**src/design/peaking_biquad_equalizer_bank_assert.svh**
```systemverilog
// Assertion macros for the equalizer bank.
// Each macro expects signals named clk and rst_n in the calling scope.
`ifndef PEAKING_BIQUAD_EQUALIZER_BANK_ASSERT_SVH
`define PEAKING_BIQUAD_EQUALIZER_BANK_ASSERT_SVH

`ifndef ASSERT_OFF
`define PBEQ_ASSERT(lbl, prop, msg) \
    lbl: assert property (@(posedge clk) disable iff (!rst_n) prop) else $error(msg);
`define PBEQ_ASSERT_NEXT(lbl, ante, cons, msg) \
    lbl: assert property (@(posedge clk) disable iff (!rst_n) (ante) |=> (cons)) \
        else $error(msg);
`else
`define PBEQ_ASSERT(lbl, prop, msg)
`define PBEQ_ASSERT_NEXT(lbl, ante, cons, msg)
`endif

`endif

```
**src/design/pbeq_pkg.sv**
```systemverilog
package pbeq_pkg;

    // Configuration of the bank
    localparam int NUM_BANDS   = 8;
    localparam int SAMPLE_BITS = 16;
    localparam int COEF_BITS   = 16;
    localparam int REG_COUNT   = 8;

    // Fixed port widths
    localparam int SAMPLE_IN_W  = 16;
    localparam int SAMPLE_OUT_W = 20;
    localparam int COEF_REG_W   = 64;
    localparam int COEF_SLOT_W  = 16;
    localparam int WR_INDEX_W   = 4;

    // Derived widths
    localparam int COEF_FRAC = COEF_BITS - 3;
    localparam int BAND_BITS = SAMPLE_BITS + 8;
    localparam int OUT_BITS  = SAMPLE_BITS + 4;
    localparam int DIFF_BITS = BAND_BITS + 1;
    localparam int PROD_BITS = COEF_BITS + DIFF_BITS;
    localparam int ACC_BITS  = PROD_BITS + 2;
    localparam int BAND_W    = (NUM_BANDS > 1) ? $clog2(NUM_BANDS) : 1;
    localparam int REG_W     = $clog2(REG_COUNT);
    localparam int SUM_BITS  = BAND_BITS + BAND_W;

    // Coefficient slots inside a band register
    localparam int SLOT_B0 = 0;
    localparam int SLOT_B2 = 1;
    localparam int SLOT_A1 = 2;
    localparam int SLOT_A2 = 3;

    // Input commands
    localparam logic CMD_FILTER = 1'b0;
    localparam logic CMD_CLEAR  = 1'b1;

    // Microcode
    localparam int STEP_W = 3;

    typedef enum logic [2:0] {
        OP_MAC_B0,
        OP_MAC_D,
        OP_MAC_B2,
        OP_MAC_A2,
        OP_BAND_END,
        OP_OUT
    } op_t;

    typedef enum logic {
        SEQ_IDLE,
        SEQ_RUN
    } seq_state_t;

    typedef struct packed {
        op_t               op;
        logic              jump_more;
        logic [STEP_W-1:0] target;
    } ucode_t;

    typedef struct packed {
        logic              run;
        op_t               op;
        logic [BAND_W-1:0] band;
    } ctrl_t;

    // Program: four MAC steps and a write-back per band, loop over bands, then output
    function automatic ucode_t ucode_rom(input logic [STEP_W-1:0] step);
        ucode_t uc;
        uc.jump_more = 1'b0;
        uc.target    = '0;
        case (step)
            3'd0: uc.op = OP_MAC_B0;
            3'd1: uc.op = OP_MAC_D;
            3'd2: uc.op = OP_MAC_B2;
            3'd3: uc.op = OP_MAC_A2;
            3'd4:
            begin
                uc.op        = OP_BAND_END;
                uc.jump_more = 1'b1;
                uc.target    = 3'd0;
            end
            3'd5: uc.op = OP_OUT;
            default: uc.op = OP_OUT;
        endcase
        return uc;
    endfunction

endpackage

```
**src/design/pbeq_sample_if.sv**
```systemverilog
interface pbeq_sample_if import pbeq_pkg::*; ();
    logic                          valid;
    logic                          ready;
    logic                          command;
    logic signed [SAMPLE_IN_W-1:0] sample_in;

    modport source (output valid, output command, output sample_in, input ready);
    modport sink   (input valid, input command, input sample_in, output ready);
endinterface

```
**src/design/pbeq_result_if.sv**
```systemverilog
interface pbeq_result_if import pbeq_pkg::*; ();
    logic                           valid;
    logic                           ready;
    logic signed [SAMPLE_OUT_W-1:0] sample_out;

    modport source (output valid, output sample_out, input ready);
    modport sink   (input valid, input sample_out, output ready);
endinterface

```
**src/design/pbeq_sequencer.sv**
```systemverilog
module pbeq_sequencer import pbeq_pkg::*;
(
    input  logic  clk,
    input  logic  rst_n,
    input  logic  start,
    input  logic  stall,
    output ctrl_t ctrl
);

    seq_state_t        state_reg, state_next;
    logic [STEP_W-1:0] step_reg, step_next;
    logic [BAND_W-1:0] band_reg, band_next;
    ucode_t            uc;
    logic              last_band;

    assign uc        = ucode_rom(step_reg);
    assign last_band = (band_reg == BAND_W'(NUM_BANDS - 1));

    // State, step counter and band counter
    always_ff @(posedge clk or negedge rst_n)
    begin
        if (!rst_n)
        begin
            state_reg <= SEQ_IDLE;
            step_reg  <= '0;
            band_reg  <= '0;
        end
        else
        begin
            state_reg <= state_next;
            step_reg  <= step_next;
            band_reg  <= band_next;
        end
    end

    // Next step: conditional jump back while bands remain
    always_comb
    begin
        state_next = state_reg;
        step_next  = step_reg;
        band_next  = band_reg;
        case (state_reg)
            SEQ_IDLE:
            begin
                if (start)
                begin
                    state_next = SEQ_RUN;
                    step_next  = '0;
                    band_next  = '0;
                end
            end
            SEQ_RUN:
            begin
                if (uc.op == OP_OUT)
                begin
                    if (!stall)
                    begin
                        state_next = SEQ_IDLE;
                        step_next  = '0;
                    end
                end
                else if (uc.jump_more && !last_band)
                begin
                    step_next = uc.target;
                    band_next = band_reg + 1'b1;
                end
                else
                begin
                    step_next = step_reg + 1'b1;
                end
            end
            default:
            begin
                state_next = SEQ_IDLE;
            end
        endcase
    end

    assign ctrl.run  = (state_reg == SEQ_RUN);
    assign ctrl.op   = uc.op;
    assign ctrl.band = band_reg;

endmodule

```
**src/design/peaking_biquad_equalizer_bank.sv**
```systemverilog
// Each accepted filter item runs the microcode: five steps per band (four MAC
// steps and a write-back) for each of the 8 bands, then one output step that
// waits while a pending result is not taken. The single MAC unit is shared by
// every band, so no new item is accepted until the program ends; a clear item
// is accepted only while idle. Reset clears all history, the coefficient registers
// and the output valid flag at once; no clearing pass is needed.
`include "peaking_biquad_equalizer_bank_assert.svh"

module peaking_biquad_equalizer_bank import pbeq_pkg::*;
(
    input  logic                  clk,
    input  logic                  rst_n,
    pbeq_sample_if.sink           sample_ch,
    pbeq_result_if.source         result_ch,
    input  logic                  wr_en,
    input  logic [WR_INDEX_W-1:0] wr_index,
    input  logic [COEF_REG_W-1:0] wr_data
);

    localparam logic signed [ACC_BITS-1:0] BAND_MAX =
        {{(ACC_BITS - BAND_BITS + 1){1'b0}}, {(BAND_BITS - 1){1'b1}}};
    localparam logic signed [ACC_BITS-1:0] BAND_MIN =
        {{(ACC_BITS - BAND_BITS + 1){1'b1}}, {(BAND_BITS - 1){1'b0}}};
    localparam logic signed [SUM_BITS-1:0] OUT_MAX =
        {{(SUM_BITS - OUT_BITS + 1){1'b0}}, {(OUT_BITS - 1){1'b1}}};
    localparam logic signed [SUM_BITS-1:0] OUT_MIN =
        {{(SUM_BITS - OUT_BITS + 1){1'b1}}, {(OUT_BITS - 1){1'b0}}};
    localparam logic signed [ACC_BITS-1:0] HALF_LSB = ACC_BITS'(1) << (COEF_FRAC - 1);

    ctrl_t ctrl;
    logic  in_fire;
    logic  stall;
    logic  out_load;

    logic [COEF_REG_W-1:0]         coef_reg [REG_COUNT];
    logic signed [SAMPLE_BITS-1:0] x_reg, x1_reg, x2_reg;
    logic signed [BAND_BITS-1:0]   y1_reg [NUM_BANDS];
    logic signed [BAND_BITS-1:0]   y2_reg [NUM_BANDS];
    logic signed [ACC_BITS-1:0]    acc_reg, acc_next;
    logic signed [SUM_BITS-1:0]    sum_reg;
    logic [SAMPLE_OUT_W-1:0]       out_data_reg;
    logic                          out_valid_reg;

    logic [COEF_REG_W-1:0]         cur_coef;
    logic signed [COEF_BITS-1:0]   mult_a;
    logic signed [DIFF_BITS-1:0]   mult_b;
    logic signed [PROD_BITS-1:0]   product;
    logic signed [ACC_BITS-1:0]    rounded;
    logic signed [BAND_BITS-1:0]   y_sat;
    logic [OUT_BITS-1:0]           sum_sat;

    // Handshake
    assign in_fire         = sample_ch.valid && sample_ch.ready;
    assign sample_ch.ready = !ctrl.run;
    assign stall           = out_valid_reg && !result_ch.ready;
    assign out_load        = ctrl.run && (ctrl.op == OP_OUT) && !stall;

    pbeq_sequencer u_seq (
        .clk   (clk),
        .rst_n (rst_n),
        .start (in_fire && (sample_ch.command == CMD_FILTER)),
        .stall (stall),
        .ctrl  (ctrl)
    );

    // Operand selection for the shared multiplier
    assign cur_coef = coef_reg[REG_W'(ctrl.band)];

    always_comb
    begin
        case (ctrl.op)
            OP_MAC_B0:
            begin
                mult_a = cur_coef[SLOT_B0*COEF_SLOT_W +: COEF_BITS];
                mult_b = DIFF_BITS'(x_reg);
            end
            OP_MAC_D:
            begin
                // a1 * (y1 - x1) covers the -a1 feedforward tap too
                mult_a = cur_coef[SLOT_A1*COEF_SLOT_W +: COEF_BITS];
                mult_b = DIFF_BITS'(y1_reg[ctrl.band]) - DIFF_BITS'(x1_reg);
            end
            OP_MAC_B2:
            begin
                mult_a = cur_coef[SLOT_B2*COEF_SLOT_W +: COEF_BITS];
                mult_b = DIFF_BITS'(x2_reg);
            end
            OP_MAC_A2:
            begin
                mult_a = cur_coef[SLOT_A2*COEF_SLOT_W +: COEF_BITS];
                mult_b = DIFF_BITS'(y2_reg[ctrl.band]);
            end
            default:
            begin
                mult_a = '0;
                mult_b = '0;
            end
        endcase
    end

    assign product  = mult_a * mult_b;
    assign acc_next = ((ctrl.op == OP_MAC_B0) ? ACC_BITS'(0) : acc_reg) + ACC_BITS'(product);

    // Round half up, then saturate the band result
    assign rounded = (acc_reg + HALF_LSB) >>> COEF_FRAC;

    always_comb
    begin
        if (rounded > BAND_MAX)
            y_sat = {1'b0, {(BAND_BITS - 1){1'b1}}};
        else if (rounded < BAND_MIN)
            y_sat = {1'b1, {(BAND_BITS - 1){1'b0}}};
        else
            y_sat = rounded[BAND_BITS-1:0];
    end

    // Saturate the band sum
    always_comb
    begin
        if (sum_reg > OUT_MAX)
            sum_sat = {1'b0, {(OUT_BITS - 1){1'b1}}};
        else if (sum_reg < OUT_MIN)
            sum_sat = {1'b1, {(OUT_BITS - 1){1'b0}}};
        else
            sum_sat = sum_reg[OUT_BITS-1:0];
    end

    // Coefficient registers
    always_ff @(posedge clk or negedge rst_n)
    begin
        if (!rst_n)
        begin
            for (int i = 0; i < REG_COUNT; i++)
                coef_reg[i] <= '0;
        end
        else if (wr_en && (wr_index < WR_INDEX_W'(REG_COUNT)))
        begin
            coef_reg[wr_index[REG_W-1:0]] <= wr_data;
        end
    end

    // Filter history
    always_ff @(posedge clk or negedge rst_n)
    begin
        if (!rst_n)
        begin
            x1_reg <= '0;
            x2_reg <= '0;
            for (int i = 0; i < NUM_BANDS; i++)
            begin
                y1_reg[i] <= '0;
                y2_reg[i] <= '0;
            end
        end
        else if (in_fire && (sample_ch.command == CMD_CLEAR))
        begin
            x1_reg <= '0;
            x2_reg <= '0;
            for (int i = 0; i < NUM_BANDS; i++)
            begin
                y1_reg[i] <= '0;
                y2_reg[i] <= '0;
            end
        end
        else if (ctrl.run && (ctrl.op == OP_BAND_END))
        begin
            y2_reg[ctrl.band] <= y1_reg[ctrl.band];
            y1_reg[ctrl.band] <= y_sat;
        end
        else if (out_load)
        begin
            x2_reg <= x1_reg;
            x1_reg <= x_reg;
        end
    end

    // Sample latch, accumulator and band sum
    always_ff @(posedge clk)
    begin
        if (in_fire)
        begin
            x_reg   <= sample_ch.sample_in[SAMPLE_BITS-1:0];
            sum_reg <= '0;
        end
        else if (ctrl.run)
        begin
            case (ctrl.op)
                OP_MAC_B0, OP_MAC_D, OP_MAC_B2, OP_MAC_A2: acc_reg <= acc_next;
                OP_BAND_END: sum_reg <= sum_reg + SUM_BITS'(y_sat);
                default: ;
            endcase
        end
    end

    // Output register
    always_ff @(posedge clk or negedge rst_n)
    begin
        if (!rst_n)
            out_valid_reg <= 1'b0;
        else if (out_load)
            out_valid_reg <= 1'b1;
        else if (result_ch.ready)
            out_valid_reg <= 1'b0;
    end

    always_ff @(posedge clk)
    begin
        if (out_load)
            out_data_reg <= SAMPLE_OUT_W'(sum_sat);
    end

    assign result_ch.valid      = out_valid_reg;
    assign result_ch.sample_out = out_data_reg;

    // Checks
    `PBEQ_ASSERT(a_result_from_out_step, ($rose(out_valid_reg) |-> $past(out_load)), "result without output step")
    `PBEQ_ASSERT(a_no_overwrite, (out_load |-> (!out_valid_reg || result_ch.ready)), "pending result overwritten")
    `PBEQ_ASSERT_NEXT(a_clear_zeroes, in_fire && (sample_ch.command == CMD_CLEAR), (x1_reg == '0) && (x2_reg == '0) && !ctrl.run, "clear did not zero history")
    `PBEQ_ASSERT_NEXT(a_start_band0, in_fire && (sample_ch.command == CMD_FILTER), ctrl.run && (ctrl.op == OP_MAC_B0) && (ctrl.band == '0), "program did not start at band 0")

endmodule
```
**src/flat_wrapper.sv**
```systemverilog
// flat-port wrapper written by rule: the top's interface ports become plain ports
module peaking_biquad_equalizer_bank_flat import pbeq_pkg::*;
  (clk, rst_n, wr_en, wr_index, wr_data, sample_ch_valid, sample_ch_command, sample_ch_sample_in, sample_ch_ready, result_ch_valid, result_ch_sample_out, result_ch_ready);
  pbeq_sample_if sample_ch_i ();
  pbeq_result_if result_ch_i ();
  input  logic clk;
  input  logic rst_n;
  input  logic wr_en;
  input  logic [WR_INDEX_W-1:0] wr_index;
  input  logic [COEF_REG_W-1:0] wr_data;
  input wire logic [$bits(sample_ch_i.valid)-1:0] sample_ch_valid;
  input wire logic [$bits(sample_ch_i.command)-1:0] sample_ch_command;
  input wire logic [$bits(sample_ch_i.sample_in)-1:0] sample_ch_sample_in;
  output wire logic [$bits(sample_ch_i.ready)-1:0] sample_ch_ready;
  output wire logic [$bits(result_ch_i.valid)-1:0] result_ch_valid;
  output wire logic [$bits(result_ch_i.sample_out)-1:0] result_ch_sample_out;
  input wire logic [$bits(result_ch_i.ready)-1:0] result_ch_ready;
  assign sample_ch_i.valid = sample_ch_valid;
  assign sample_ch_i.command = sample_ch_command;
  assign sample_ch_i.sample_in = sample_ch_sample_in;
  assign sample_ch_ready = sample_ch_i.ready;
  assign result_ch_valid = result_ch_i.valid;
  assign result_ch_sample_out = result_ch_i.sample_out;
  assign result_ch_i.ready = result_ch_ready;
  peaking_biquad_equalizer_bank u_core (.clk(clk), .rst_n(rst_n), .sample_ch(sample_ch_i), .result_ch(result_ch_i), .wr_en(wr_en), .wr_index(wr_index), .wr_data(wr_data));
endmodule
```
**config.mk**
```make
export PLATFORM = sky130hd
export DESIGN_NAME = peaking_biquad_equalizer_bank_flat
export DESIGN_NICKNAME = d
export VERILOG_FILES = /design/src/design/pbeq_pkg.sv /design/src/design/pbeq_sample_if.sv /design/src/design/pbeq_result_if.sv /design/src/design/pbeq_sequencer.sv /design/src/design/peaking_biquad_equalizer_bank.sv /design/src/flat_wrapper.sv
export VERILOG_INCLUDE_DIRS = /design/src /design/src/design
export SDC_FILE = /design/constraint.sdc
export NUM_CORES = 2
export LEC_CHECK = 0
export ABC_AREA = 1
export BUFFER_PORTS_ARGS = -buffer_cell sky130_fd_sc_hd__buf_4
export CORE_MARGIN = 1
export CORE_UTILIZATION = 35
export CTS_CLUSTER_SIZE = 28
export DETAILED_ROUTE_END_ITERATION = 8
export GPL_TIMING_DRIVEN = 0
export PLACE_DENSITY = 0.58
export SLEW_MARGIN = 20
export SYNTH_ARGS = -nofsm -noshare
export SYNTH_HDL_FRONTEND = slang
export SYNTH_SLANG_ARGS = --single-unit
```
**constraint.sdc**
```tcl
create_clock -name clk -period 25.2 [get_ports clk]
set_input_delay 2.52 -clock clk [delete_from_list [all_inputs] [get_ports clk]]
set_output_delay 2.52 -clock clk [all_outputs]
set_load 0.05 [all_outputs]
```
==> impl_metrics.ini <==
[synth]
synthMuxAreaShare = 0
synth_flop_cell = dfrtp_1
synth-edff-count = 79
synth_common_cells = 1944 x nand2_1, 1088 x inv_1, 936 x dfrtp_1, 720 x o21ai_0, 640 x nor2_1
synth_top_area_share = 0.364
netlist_area_mm2 = 0.0644
synth.area.top_cells = dfrtp_1 36%, fa_1 14%, nand2_1 11%, inv_1 6.3%, o21ai_0 5.6%
synthDistinctLibCells = 65
yosysTopAreaCell = dfrtp_1
syn-num-nets = 8360
syn_area_per_cell_um2 = 8.42
yosysMostFrequentCell = nand2_1
ys_seq_elements = 1042
synth_simple_gate_area_share = 0.185
syn_inst = 7649
synth_fa_ha_area_frac = 0.172
synth_xor_area_frac = 0.0118
synth_top_family_by_area = simple AND/OR/NAND/NOR gates
yosysSeqAreaShare = 0.409
yosysWarnings = 0
synth_compound_area_frac = 0.132
postSynth.asyncResetShare = 0.898

[sta]
period_share = 0.485
clock_skew_ps = 136
tightest_slew_ps = 1200
slew_viol_final = 0
setup_ws_ps = 12990
setup_tns_ps = 0
grt_setup_unrepaired = false
hold_viol = 0
setup_viol = 0
maxSlewHeadroom = 0.190
period_needed_ps = 12210
fmax_mhz = 81.9

[floorplan]
die_w_um = 431
die_h_um = 431
initial_core_util = 0.352
io-pin-count = 112
core.rowCount = 157
fp.coreArea_mm2 = 0.183
die_area_mm2 = 0.186

[clocking]
cts_setup_buffers = 0
cts_made_buffers = 114
clock_path_buffers = 3
cts_resized = 0
clock-sinks = 1042
clkTransAtPathRegs_ps = 60
cts_hold_repair.buffers = 0
cts_tree = done
cts_root_buffer = clkbuf_16
htreeDepth = 3
clk_latency_ps = 850

[detailed_routing]
antenna_left = 0
dr.pass1.iters = 8
wl_mm = 265
via_per_inst = 5.50
vias = 57500
drc = 0
wl_per_cell_um = 25.4
drt_iter0_drc = 7403

[setup_path]
cpPeakStageDelay_ps = 850
crit_slowest_cell = fa_1
cp-start-kind = flop
endpoint_kind = flop
critPathMaxFanout = 10
crit_path_frequent_cell = nand2_1
rrSetupSlack_ps = 12990
crit_type = flop to flop
required_ps = 25680
arrival_ps = 12700

[placed_design]
globalplace.congestion = 0.983
place_ws_ps = 13260
dp_hpwl_mm = 193
io_buffers = 111
dpl_cell_area_mm2 = 0.0687

[global_route]
grt_usage = 0.283
busiest_layer = met2
grt_use_met2 = 0.423
grt_pass1_vias = 56300
antenna_found_initial = 17
grt_max_degree = 140
grt.overflow.total = 0
met1_usage = 0.382
grt_pass1_wl_mm = 386
grt.met3_usage = 0.0660

[final_layout]
design_area_mm2 = 0.0724
largest_reg_flops = 512
layout-drive-gt1-share = 0.0758
final_util = 0.396
nets = 8598
area_delta_synth_final_pct = 12.4

[status]
outcome = finished, final reports clean

[hold_path]
min_path_type = flop to flop

[job]
drv_cap = 0
[worst max-delay path: cells and delay by family (launching register included)]
family / cells / cell delay [ps]
adder cells (fa/ha/maj): 9 / 4750
buffers and inverters: 13 / 3310
AND/OR/NAND/NOR: 20 / 3240
flip-flops: 1 / 380
AO/OA/AOI/OAI: 1 / 200
[layer usage]
metal / up-vias / share of wire
li1: 24900 / -
met1: 28800 / 0.41
met2: 3177 / 0.43
met3: 651 / 0.10
met4: 8 / 0.059
met5: - / 0.00024
[final timing paths]
check,startpoint,to,cells past startpoint
min in group asynchronous,rst_n,u_core.coef_reg[60]$_DFFE_PN0P_,1
max in group asynchronous,rst_n,u_core.y1_reg[113]$_DFFE_PN0P_,4
min,u_core.y1_reg[49]$_DFFE_PN0P_,u_core.y1_reg[49]$_DFFE_PN0P_,2
min reg2reg,u_core.y1_reg[49]$_DFFE_PN0P_,u_core.y1_reg[49]$_DFFE_PN0P_,2
max,u_core.u_seq.band_reg[2]$_DFFE_PN0P_,u_core.acc_reg[42]$_DFFE_PP_,43
max reg2reg,u_core.u_seq.band_reg[2]$_DFFE_PN0P_,u_core.acc_reg[42]$_DFFE_PP_,43
[placed cells by master, fill, tap and decap left out, types with 91 or more instances in the layout]
master and instances:
nand2_1 1944, inv_1 1087, dfrtp_1 936, o21ai_0 720, nor2_1 636, fa_1 443, o22ai_1 297, a21oi_1 268
clkbuf_1 197, ha_1 178, buf_2 141, buf_4 128, clkbuf_16 115, nand3_1 91
[cell families after synthesis]
logic type	Yosys count
XOR/XNOR	87
AND/OR/NAND/NOR	2933
flip-flops	1042
AO/OA/AOI/OAI	1502
adder cells (fa/ha/maj)	621
buffers and inverters	1464
[cell type report]
| class | count | area, um2 |
|---|---|---|
| fillers | 18600 | 110000 |
| multi-input cells | 5143 | 32300 |
| flip-flops and latches | 1042 | 26300 |
| inverters | 1118 | 4200 |
| clock buffers | 173 | 3340 |
| well taps | 2464 | 3080 |
| plain buffers | 346 | 1590 |
| repair buffers | 122 | 1120 |
| clock inverters | 35 | 397 |
| diodes | 8 | 20.0 |
[metrics by stage]
step,hold slack [ps],instances
final,481,10500
after detailed placement,465,10200
after floorplan,443,7649
after global routing,493,10400
after CTS,481,10400
after global placement,459,10200
Power is not shown: default switching activity piles up to over one toggle a cycle in this logic, so the estimate is an artifact.
